==> src/lfu_pkg.sv <==
// shared constants and types for the lfu cache table
// slot storage layout, field widths and operation codes; no dependencies
`default_nettype none

package lfu_pkg;

    localparam int ENTRIES    = 16;
    localparam int IDX_BITS   = $clog2(ENTRIES);
    localparam int OCC_BITS   = $clog2(ENTRIES + 1);
    localparam int COUNT_BITS = 16;
    localparam int KEY_BITS   = 32;
    localparam int DATA_BITS  = 32;
    localparam int LIMIT_BITS = 5;

    localparam logic [LIMIT_BITS-1:0] LIMIT_RESET = LIMIT_BITS'(16);
    localparam logic [COUNT_BITS-1:0] COUNT_MAX   = '1;
    localparam logic [COUNT_BITS-1:0] COUNT_FIRST = COUNT_BITS'(1);

    // operation codes
    localparam logic OP_GET = 1'b0;
    localparam logic OP_PUT = 1'b1;

    // one slot of the table memory
    typedef struct packed {
        logic [KEY_BITS-1:0]   key;
        logic [DATA_BITS-1:0]  data;
        logic [COUNT_BITS-1:0] count;
    } slot_t;

endpackage

`default_nettype wire

==> src/lfu_cache_table_core.sv <==
// lfu cache table: key-value store with least-frequently-used replacement
// depends on lfu_pkg for widths, slot layout and operation codes
`default_nettype none

// usage
//   input channel (in_valid / in_ready) carries one request word: operation
//   (get or put), key and value. output channel (out_valid / out_ready)
//   returns one result word per request: hit, read_value, evicted and
//   evicted_key.
//   the cfg port writes entry_limit with cfg_wr_en / cfg_wr_data; every write
//   empties the table. write it only while no request is in flight.
// timing
//   one request at a time. a request is accepted while idle, then every slot is
//   streamed out of the slot memory (one read a cycle, registered read port),
//   then the touched or inserted slot is written back and the result loaded.
//   the result shows on out_valid the cycle after the write-back, and
//   in_ready rises again in that same cycle.
// stalls
//   the result sits in an output register, so the next request is scanned
//   while an old result waits. if that result is still not taken when the
//   next write-back is due, the write-back waits until out_ready.
// reset
//   all slots invalid, occupancy 0, entry_limit 16; the slot memory is not reset

module lfu_cache_table_core (
    input  wire logic                                clk,
    input  wire logic                                rst_n,
    // request channel
    input  wire logic                                in_valid,
    output logic                                     in_ready,
    input  wire logic                                operation,
    input  wire logic signed [lfu_pkg::KEY_BITS-1:0]  key,
    input  wire logic signed [lfu_pkg::DATA_BITS-1:0] value,
    // result channel
    output logic                                     out_valid,
    input  wire logic                                out_ready,
    output logic                                     hit,
    output logic signed [lfu_pkg::DATA_BITS-1:0]      read_value,
    output logic                                     evicted,
    output logic signed [lfu_pkg::KEY_BITS-1:0]       evicted_key,
    // entry_limit register
    input  wire logic                                cfg_wr_en,
    input  wire logic [lfu_pkg::LIMIT_BITS-1:0]       cfg_wr_data
);

    typedef enum logic [1:0] {
        ST_IDLE,
        ST_SCAN,
        ST_UPDATE
    } state_t;

    localparam int IW = lfu_pkg::IDX_BITS;
    localparam int OW = lfu_pkg::OCC_BITS;

    state_t state_reg;

    // latched request word
    logic                          req_op_reg;
    logic [lfu_pkg::KEY_BITS-1:0]  req_key_reg;
    logic [lfu_pkg::DATA_BITS-1:0] req_value_reg;

    // slot memory and its read pipe
    lfu_pkg::slot_t slot_mem [lfu_pkg::ENTRIES];
    lfu_pkg::slot_t rd_data_reg;
    logic [IW:0]    scan_cnt_reg;
    logic           rd_live_reg;
    logic [IW-1:0]  rd_addr_reg;

    // per-slot flops
    logic [lfu_pkg::ENTRIES-1:0] valid_reg;
    logic [IW-1:0]               rank_reg [lfu_pkg::ENTRIES];
    logic [OW-1:0]               occ_reg;
    logic [lfu_pkg::LIMIT_BITS-1:0] limit_reg;

    // scan trackers
    logic                           match_found_reg;
    logic [IW-1:0]                  match_idx_reg;
    logic [lfu_pkg::DATA_BITS-1:0]  match_data_reg;
    logic [lfu_pkg::COUNT_BITS-1:0] match_count_reg;
    logic                           vic_found_reg;
    logic [IW-1:0]                  vic_idx_reg;
    logic [lfu_pkg::COUNT_BITS-1:0] vic_count_reg;
    logic [IW-1:0]                  vic_rank_reg;
    logic [lfu_pkg::KEY_BITS-1:0]   vic_key_reg;

    // output register
    logic                          out_valid_reg;
    logic                          hit_reg;
    logic [lfu_pkg::DATA_BITS-1:0] read_value_reg;
    logic                          evicted_reg;
    logic [lfu_pkg::KEY_BITS-1:0]  evicted_key_reg;

    // write-back decisions
    logic                           in_fire;
    logic                           scan_issue;
    logic [OW-1:0]                  eff_limit;
    logic                           free_found;
    logic [IW-1:0]                  free_idx;
    logic                           is_get;
    logic                           put_en;
    logic                           commit;
    logic                           do_touch;
    logic                           do_evict;
    logic                           do_insert;
    logic [IW-1:0]                  ins_idx;
    logic [IW-1:0]                  touch_rank;
    logic                           mem_we;
    logic [IW-1:0]                  mem_wa;
    lfu_pkg::slot_t                 mem_wd;
    logic [lfu_pkg::COUNT_BITS-1:0] count_inc;
    logic                           rd_slot_valid;
    logic [IW-1:0]                  rd_slot_rank;
    logic                           rd_better;

    assign in_ready = (state_reg == ST_IDLE);
    assign in_fire  = in_valid && in_ready;
    assign scan_issue = (scan_cnt_reg < (IW + 1)'(lfu_pkg::ENTRIES));

    // limits above the table size saturate
    assign eff_limit = (limit_reg > lfu_pkg::LIMIT_BITS'(lfu_pkg::ENTRIES))
                     ? OW'(lfu_pkg::ENTRIES) : OW'(limit_reg);

    // lowest free slot
    always_comb
    begin
        free_found = 1'b0;
        free_idx   = '0;
        for (int i = lfu_pkg::ENTRIES - 1; i >= 0; i--)
        begin
            if (!valid_reg[i])
            begin
                free_found = 1'b1;
                free_idx   = IW'(i);
            end
        end
    end

    // victim compare on the word coming out of memory: lower count wins,
    // equal count goes to the older touch (higher rank)
    assign rd_slot_valid = valid_reg[rd_addr_reg];
    assign rd_slot_rank  = rank_reg[rd_addr_reg];
    assign rd_better = !vic_found_reg
                    || (rd_data_reg.count < vic_count_reg)
                    || ((rd_data_reg.count == vic_count_reg)
                        && (rd_slot_rank > vic_rank_reg));

    // write-back step
    always_comb
    begin
        is_get     = (req_op_reg == lfu_pkg::OP_GET);
        put_en     = (req_op_reg == lfu_pkg::OP_PUT) && (eff_limit != '0);
        commit     = (state_reg == ST_UPDATE) && (!out_valid_reg || out_ready);
        do_touch   = match_found_reg && (is_get || put_en);
        do_evict   = put_en && !match_found_reg && (occ_reg >= eff_limit)
                  && vic_found_reg;
        do_insert  = put_en && !match_found_reg && (do_evict || free_found);
        ins_idx    = do_evict ? vic_idx_reg : free_idx;
        touch_rank = rank_reg[match_idx_reg];
        count_inc  = (match_count_reg == lfu_pkg::COUNT_MAX)
                   ? match_count_reg : match_count_reg + 1'b1;

        mem_we = commit && (do_touch || do_insert);
        mem_wa = do_touch ? match_idx_reg : ins_idx;
        mem_wd.key = req_key_reg;
        if (do_touch)
        begin
            mem_wd.data  = is_get ? match_data_reg : req_value_reg;
            mem_wd.count = count_inc;
        end
        else
        begin
            mem_wd.data  = req_value_reg;
            mem_wd.count = lfu_pkg::COUNT_FIRST;
        end
    end

    // slot memory: one write port, one registered read port
    always_ff @(posedge clk)
    begin
        if (mem_we)
        begin
            slot_mem[mem_wa] <= mem_wd;
        end
        rd_data_reg <= slot_mem[scan_cnt_reg[IW-1:0]];
    end

    always_ff @(posedge clk or negedge rst_n)
    begin
        if (!rst_n)
        begin
            state_reg       <= ST_IDLE;
            req_op_reg      <= lfu_pkg::OP_GET;
            req_key_reg     <= '0;
            req_value_reg   <= '0;
            scan_cnt_reg    <= '0;
            rd_live_reg     <= 1'b0;
            rd_addr_reg     <= '0;
            valid_reg       <= '0;
            occ_reg         <= '0;
            limit_reg       <= lfu_pkg::LIMIT_RESET;
            match_found_reg <= 1'b0;
            match_idx_reg   <= '0;
            match_data_reg  <= '0;
            match_count_reg <= '0;
            vic_found_reg   <= 1'b0;
            vic_idx_reg     <= '0;
            vic_count_reg   <= '0;
            vic_rank_reg    <= '0;
            vic_key_reg     <= '0;
            out_valid_reg   <= 1'b0;
            hit_reg         <= 1'b0;
            read_value_reg  <= '0;
            evicted_reg     <= 1'b0;
            evicted_key_reg <= '0;
            for (int i = 0; i < lfu_pkg::ENTRIES; i++)
            begin
                rank_reg[i] <= '0;
            end
        end
        else
        begin
            if (out_valid_reg && out_ready && !commit)
            begin
                out_valid_reg <= 1'b0;
            end

            // a limit write empties the table
            if (cfg_wr_en)
            begin
                limit_reg <= cfg_wr_data;
                valid_reg <= '0;
                occ_reg   <= '0;
            end

            case (state_reg)
                ST_IDLE:
                begin
                    if (in_fire)
                    begin
                        req_op_reg      <= operation;
                        req_key_reg     <= key;
                        req_value_reg   <= value;
                        scan_cnt_reg    <= '0;
                        rd_live_reg     <= 1'b0;
                        match_found_reg <= 1'b0;
                        vic_found_reg   <= 1'b0;
                        state_reg       <= ST_SCAN;
                    end
                end

                ST_SCAN:
                begin
                    rd_live_reg <= scan_issue;
                    rd_addr_reg <= scan_cnt_reg[IW-1:0];
                    if (scan_issue)
                    begin
                        scan_cnt_reg <= scan_cnt_reg + 1'b1;
                    end
                    else
                    begin
                        state_reg <= ST_UPDATE;
                    end

                    if (rd_live_reg && rd_slot_valid)
                    begin
                        if (rd_data_reg.key == req_key_reg)
                        begin
                            match_found_reg <= 1'b1;
                            match_idx_reg   <= rd_addr_reg;
                            match_data_reg  <= rd_data_reg.data;
                            match_count_reg <= rd_data_reg.count;
                        end
                        if (rd_better)
                        begin
                            vic_found_reg <= 1'b1;
                            vic_idx_reg   <= rd_addr_reg;
                            vic_count_reg <= rd_data_reg.count;
                            vic_rank_reg  <= rd_slot_rank;
                            vic_key_reg   <= rd_data_reg.key;
                        end
                    end
                end

                ST_UPDATE:
                begin
                    if (commit)
                    begin
                        out_valid_reg   <= 1'b1;
                        hit_reg         <= do_touch;
                        read_value_reg  <= (is_get && match_found_reg)
                                         ? match_data_reg : '0;
                        evicted_reg     <= do_evict;
                        evicted_key_reg <= do_evict ? vic_key_reg : '0;
                        state_reg       <= ST_IDLE;

                        if (do_touch)
                        begin
                            // touched entry becomes newest, newer ones age by one
                            for (int i = 0; i < lfu_pkg::ENTRIES; i++)
                            begin
                                if (IW'(i) == match_idx_reg)
                                begin
                                    rank_reg[i] <= '0;
                                end
                                else if (valid_reg[i] && (rank_reg[i] < touch_rank))
                                begin
                                    rank_reg[i] <= rank_reg[i] + 1'b1;
                                end
                            end
                        end
                        else if (do_insert)
                        begin
                            // eviction closes the victim's rank gap, then all age
                            for (int i = 0; i < lfu_pkg::ENTRIES; i++)
                            begin
                                if (IW'(i) == ins_idx)
                                begin
                                    rank_reg[i] <= '0;
                                end
                                else if (valid_reg[i] && !(do_evict
                                    && (rank_reg[i] > vic_rank_reg)))
                                begin
                                    rank_reg[i] <= rank_reg[i] + 1'b1;
                                end
                            end
                            valid_reg[ins_idx] <= 1'b1;
                            if (!do_evict)
                            begin
                                occ_reg <= occ_reg + 1'b1;
                            end
                        end
                    end
                end

                default:
                begin
                    state_reg <= ST_IDLE;
                end
            endcase
        end
    end

    assign out_valid   = out_valid_reg;
    assign hit         = hit_reg;
    assign read_value  = read_value_reg;
    assign evicted     = evicted_reg;
    assign evicted_key = evicted_key_reg;

endmodule

`default_nettype wire
==> config.mk <==
export PLATFORM = sky130hd
export DESIGN_NAME = lfu_cache_table_core
export DESIGN_NICKNAME = d
export VERILOG_FILES = /design/src/lfu_pkg.sv /design/src/lfu_cache_table_core.sv
export SDC_FILE = /design/constraint.sdc
export NUM_CORES = 2
export LEC_CHECK = 0
export BUFFER_PORTS_ARGS = -buffer_cell sky130_fd_sc_hd__clkbuf_2
export CAP_MARGIN = 20
export CORE_MARGIN = 10
export CORE_UTILIZATION = 55
export CTS_CLUSTER_SIZE = 40
export DETAILED_ROUTE_END_ITERATION = 7
export GPL_ROUTABILITY_DRIVEN = 0
export PLACE_DENSITY = 0.71
export SETUP_SLACK_MARGIN = 0.5
export SKIP_LAST_GASP = 1
export SLEW_MARGIN = 20
export SYNTH_ARGS = -nofsm -noshare
export SYNTH_HDL_FRONTEND = slang
export SYNTH_SLANG_ARGS = --single-unit
==> constraint.sdc <==
create_clock -name clk -period 7.7 [get_ports clk]
set_input_delay 0 -clock clk [delete_from_list [all_inputs] [get_ports clk]]
set_output_delay 0 -clock clk [all_outputs]
set_load 0.005 [all_outputs]
==> run metrics <==
max reg flops=1280; Area Growth Syn to Fin=14.3%; clk sinks=1704; syn avg cell area=17.5 um2; max-cap violations=0; DR WL met2=84900 um; Port Buffers=142; Worst Path Required=8150 ps; final WL=175000 um; Fill cells=8507; Max Root-Sink Buffers=3; Initial Util=55.5%; CTS tree=yes; Slew @ Worst Pin=1130 ps; first-pass GRT wire length=264000 um; largest fanout on the critical path=29; commonest cells after routing, fill and taps aside=edfxtp_1 (1280), nand2_1 (487), mux4_2 (444); number of global-route vias before repair=40100; Max Transition Viols Final=0; Synth cell types=77; net count reported at finish=4570; Row Count=130; layout cells sized above 1=22.6%; Root Buffer=clkbuf_16; Mapped Cells=3993; DR WL met3=14500 um; 1st-pass router iterations=6; Final period util=65.4%; synth warn=0; FMAX=198 MHz; total CTS buffers=167; commonest non-fill, non-tap cell in the layout=edfxtp_1; IO Pins=143; PwrDens=323 mW/mm2; asr flop ratio synth=20.2%; VDD IR-drop max=0.511 mV; Final Hold Vio Count=0; Core ar.=0.126 mm2; post-cts sizing count=0; initial antenna violation count=3; number of synthesized flops with an enable pin=1280; top_reg_cell synth=edfxtp_1; DIE AREA=0.142 mm2; gr usage total=24.9%; vias per cell=6.43; Die Height=377 um; Die Wd=377 um; crit path launch type=flip-flop; syn nets=4224; Hold Crit Class=in -> reg; DRC viols=0; Antenna Nets Post-Route=0; Clock Latency Late Sink=810 ps; Worst Clk Skew=43.2 ps; Worst EP arrival=5490 ps; fin cells=6136; WS Path Type=reg -> reg; status=complete, no violations; pin count of the biggest net entering global routing=122; diode count=0; Initial DRC Count=4607; clock-pin slew on the worst setup and hold paths=60 ps; Seq cells post-synth=1704; dpl cells=5655; uppermost layer routed=met5; Syn Std Cell Area=0.0700 mm2; RSZ-0062 raised after global routing=false; sequential fraction of the synthesis area=69.5%; leakage power=29.1 nW; vias post-DR=39500; Slew headroom=24.9%; GRT overflow=0; Post-DP HPWL=97800 um; Tmin final=5040 ps; H-Tree Level Count=4; Metal-1 WL=69800 um; Final TNS setup=0 ps; Setup violations, final=0; Worst setup EP type=flip-flop; routed length per instance=28.5 um
-- area by class of cell --
type                       instances  area (um2)  share of cell area, %
clock buffer                     234        4660                   5.82
inverter                         105         394                  0.493
clock inverter                    82         762                  0.953
tap                             1650        2060                   2.58
timing repair buffer             366        3060                   3.83
multi-input combinational       1995       20400                   25.5
sequential                      1704       48700                   60.8
-- repair_timing --
action	4_1_cts	5_1_grt
hold endpoints to repair	187	0
buffers inserted	0	0
endpoints found under the setup margin	0	0
hold buffers	163	0
-- logic make-up after synthesis --
| kind of cell | count (synthesis) | synth area share, % |
|---|---|---|
| xor+xnor | 44 | 0.551 |
| flops | 1704 | 69.5 |
| buf+inv | 294 | 1.62 |
| compound gates | 405 | 3.84 |
| fa+ha+maj | 156 | 2.79 |
| simple gates | 799 | 5.09 |
| mux | 591 | 16.6 |
-- worst max-delay path: stages, from the launching register on --
cell,delay (ps)
dfstp_2,610
inv_1,120
nand2_1,80
ha_1,230
a21oi_1,120
o21ai_1,120
a21o_1,170
buf_4,250
a211oi_2,590
a211o_1,320
nand2b_1,500
nor2_4,1020
buf_4,490
-- path summary, 6_finish.rpt --
path	startpoint	end	slack, ps	cells past startpoint
worst max-delay path	limit_reg[4]	slot_mem[12][63]	2660	12
worst min-delay path	key[31]	req_key_reg[31]	100	4
worst max register to register	limit_reg[4]	slot_mem[12][63]	2660	12
worst min register to register	rd_data_reg[40]	match_data_reg[24]	460	1
max in group asynchronous	rst_n	req_value_reg[15]	6300	4
min in group asynchronous	rst_n	rank_reg[25]	450	4
-- synthesized netlist by cell type, drive strengths merged (4+ instances only) --
cell type / instances / area [um2]
and3: 10 / 62.6
and2: 5 / 31.3
o211ai: 28 / 210
a41o: 11 / 110
nor2: 87 / 344
dfxtp: 80 / 1600
dfrtp: 343 / 8580
or3: 10 / 67.6
nor4: 9 / 56.3
nor4b: 4 / 35.0
nand4: 54 / 338
a41oi: 9 / 78.8
inv: 105 / 394
nand2: 490 / 1840
a221oi: 13 / 120
a21oi: 61 / 305
xor2: 41 / 359
nor2b: 20 / 125
and4: 7 / 61.3
mux2i: 30 / 300
nor3: 42 / 240
o31a: 4 / 35.0
a211oi: 14 / 115
o22ai: 24 / 150
a21o: 14 / 105
o211a: 4 / 40.0
edfxtp: 1280 / 38400
clkbuf: 138 / 518
a211o: 13 / 114
buf: 51 / 223
a32o: 4 / 40.0
mux4: 444 / 10000
nand2b: 17 / 106
nand3: 34 / 170
o21ai: 142 / 711
mux2: 117 / 1320
a31oi: 26 / 163
ha: 156 / 1950
a2111oi: 6 / 96.3
a22o: 8 / 70.1
-- routing by layer --
metal  GRT usage [%]  vias up
met5               0        -
met4            8.54        2
met3            4.53      376
met2            39.8     1946
met1            34.6    20600
li1                -    16500
-- through the flow --
step           cell area [um2]  util (%)  setup slack [ps]  hold WS (ps)  power, mW
2_1_floorplan            70000         -              1230          -296       15.9
3_3_place_gp             72900      57.8              2800           116       17.7
3_5_place_dp             72900      57.8              2790           122       17.8
4_1_cts                  80000      63.4              2740          56.1       26.0
5_1_grt                  80000      63.5              2400          76.7       26.9
6_report                 80000      63.5              2660          97.3       25.8
-- power breakdown --
part	switching (mW)	leakage (nW)	internal [mW]
Clock	3.47	2.63	4.56
Combinational	2.91	9.13	2.58
Sequential	1.08	17.3	11.2
(Power assumes the default switching activity.)
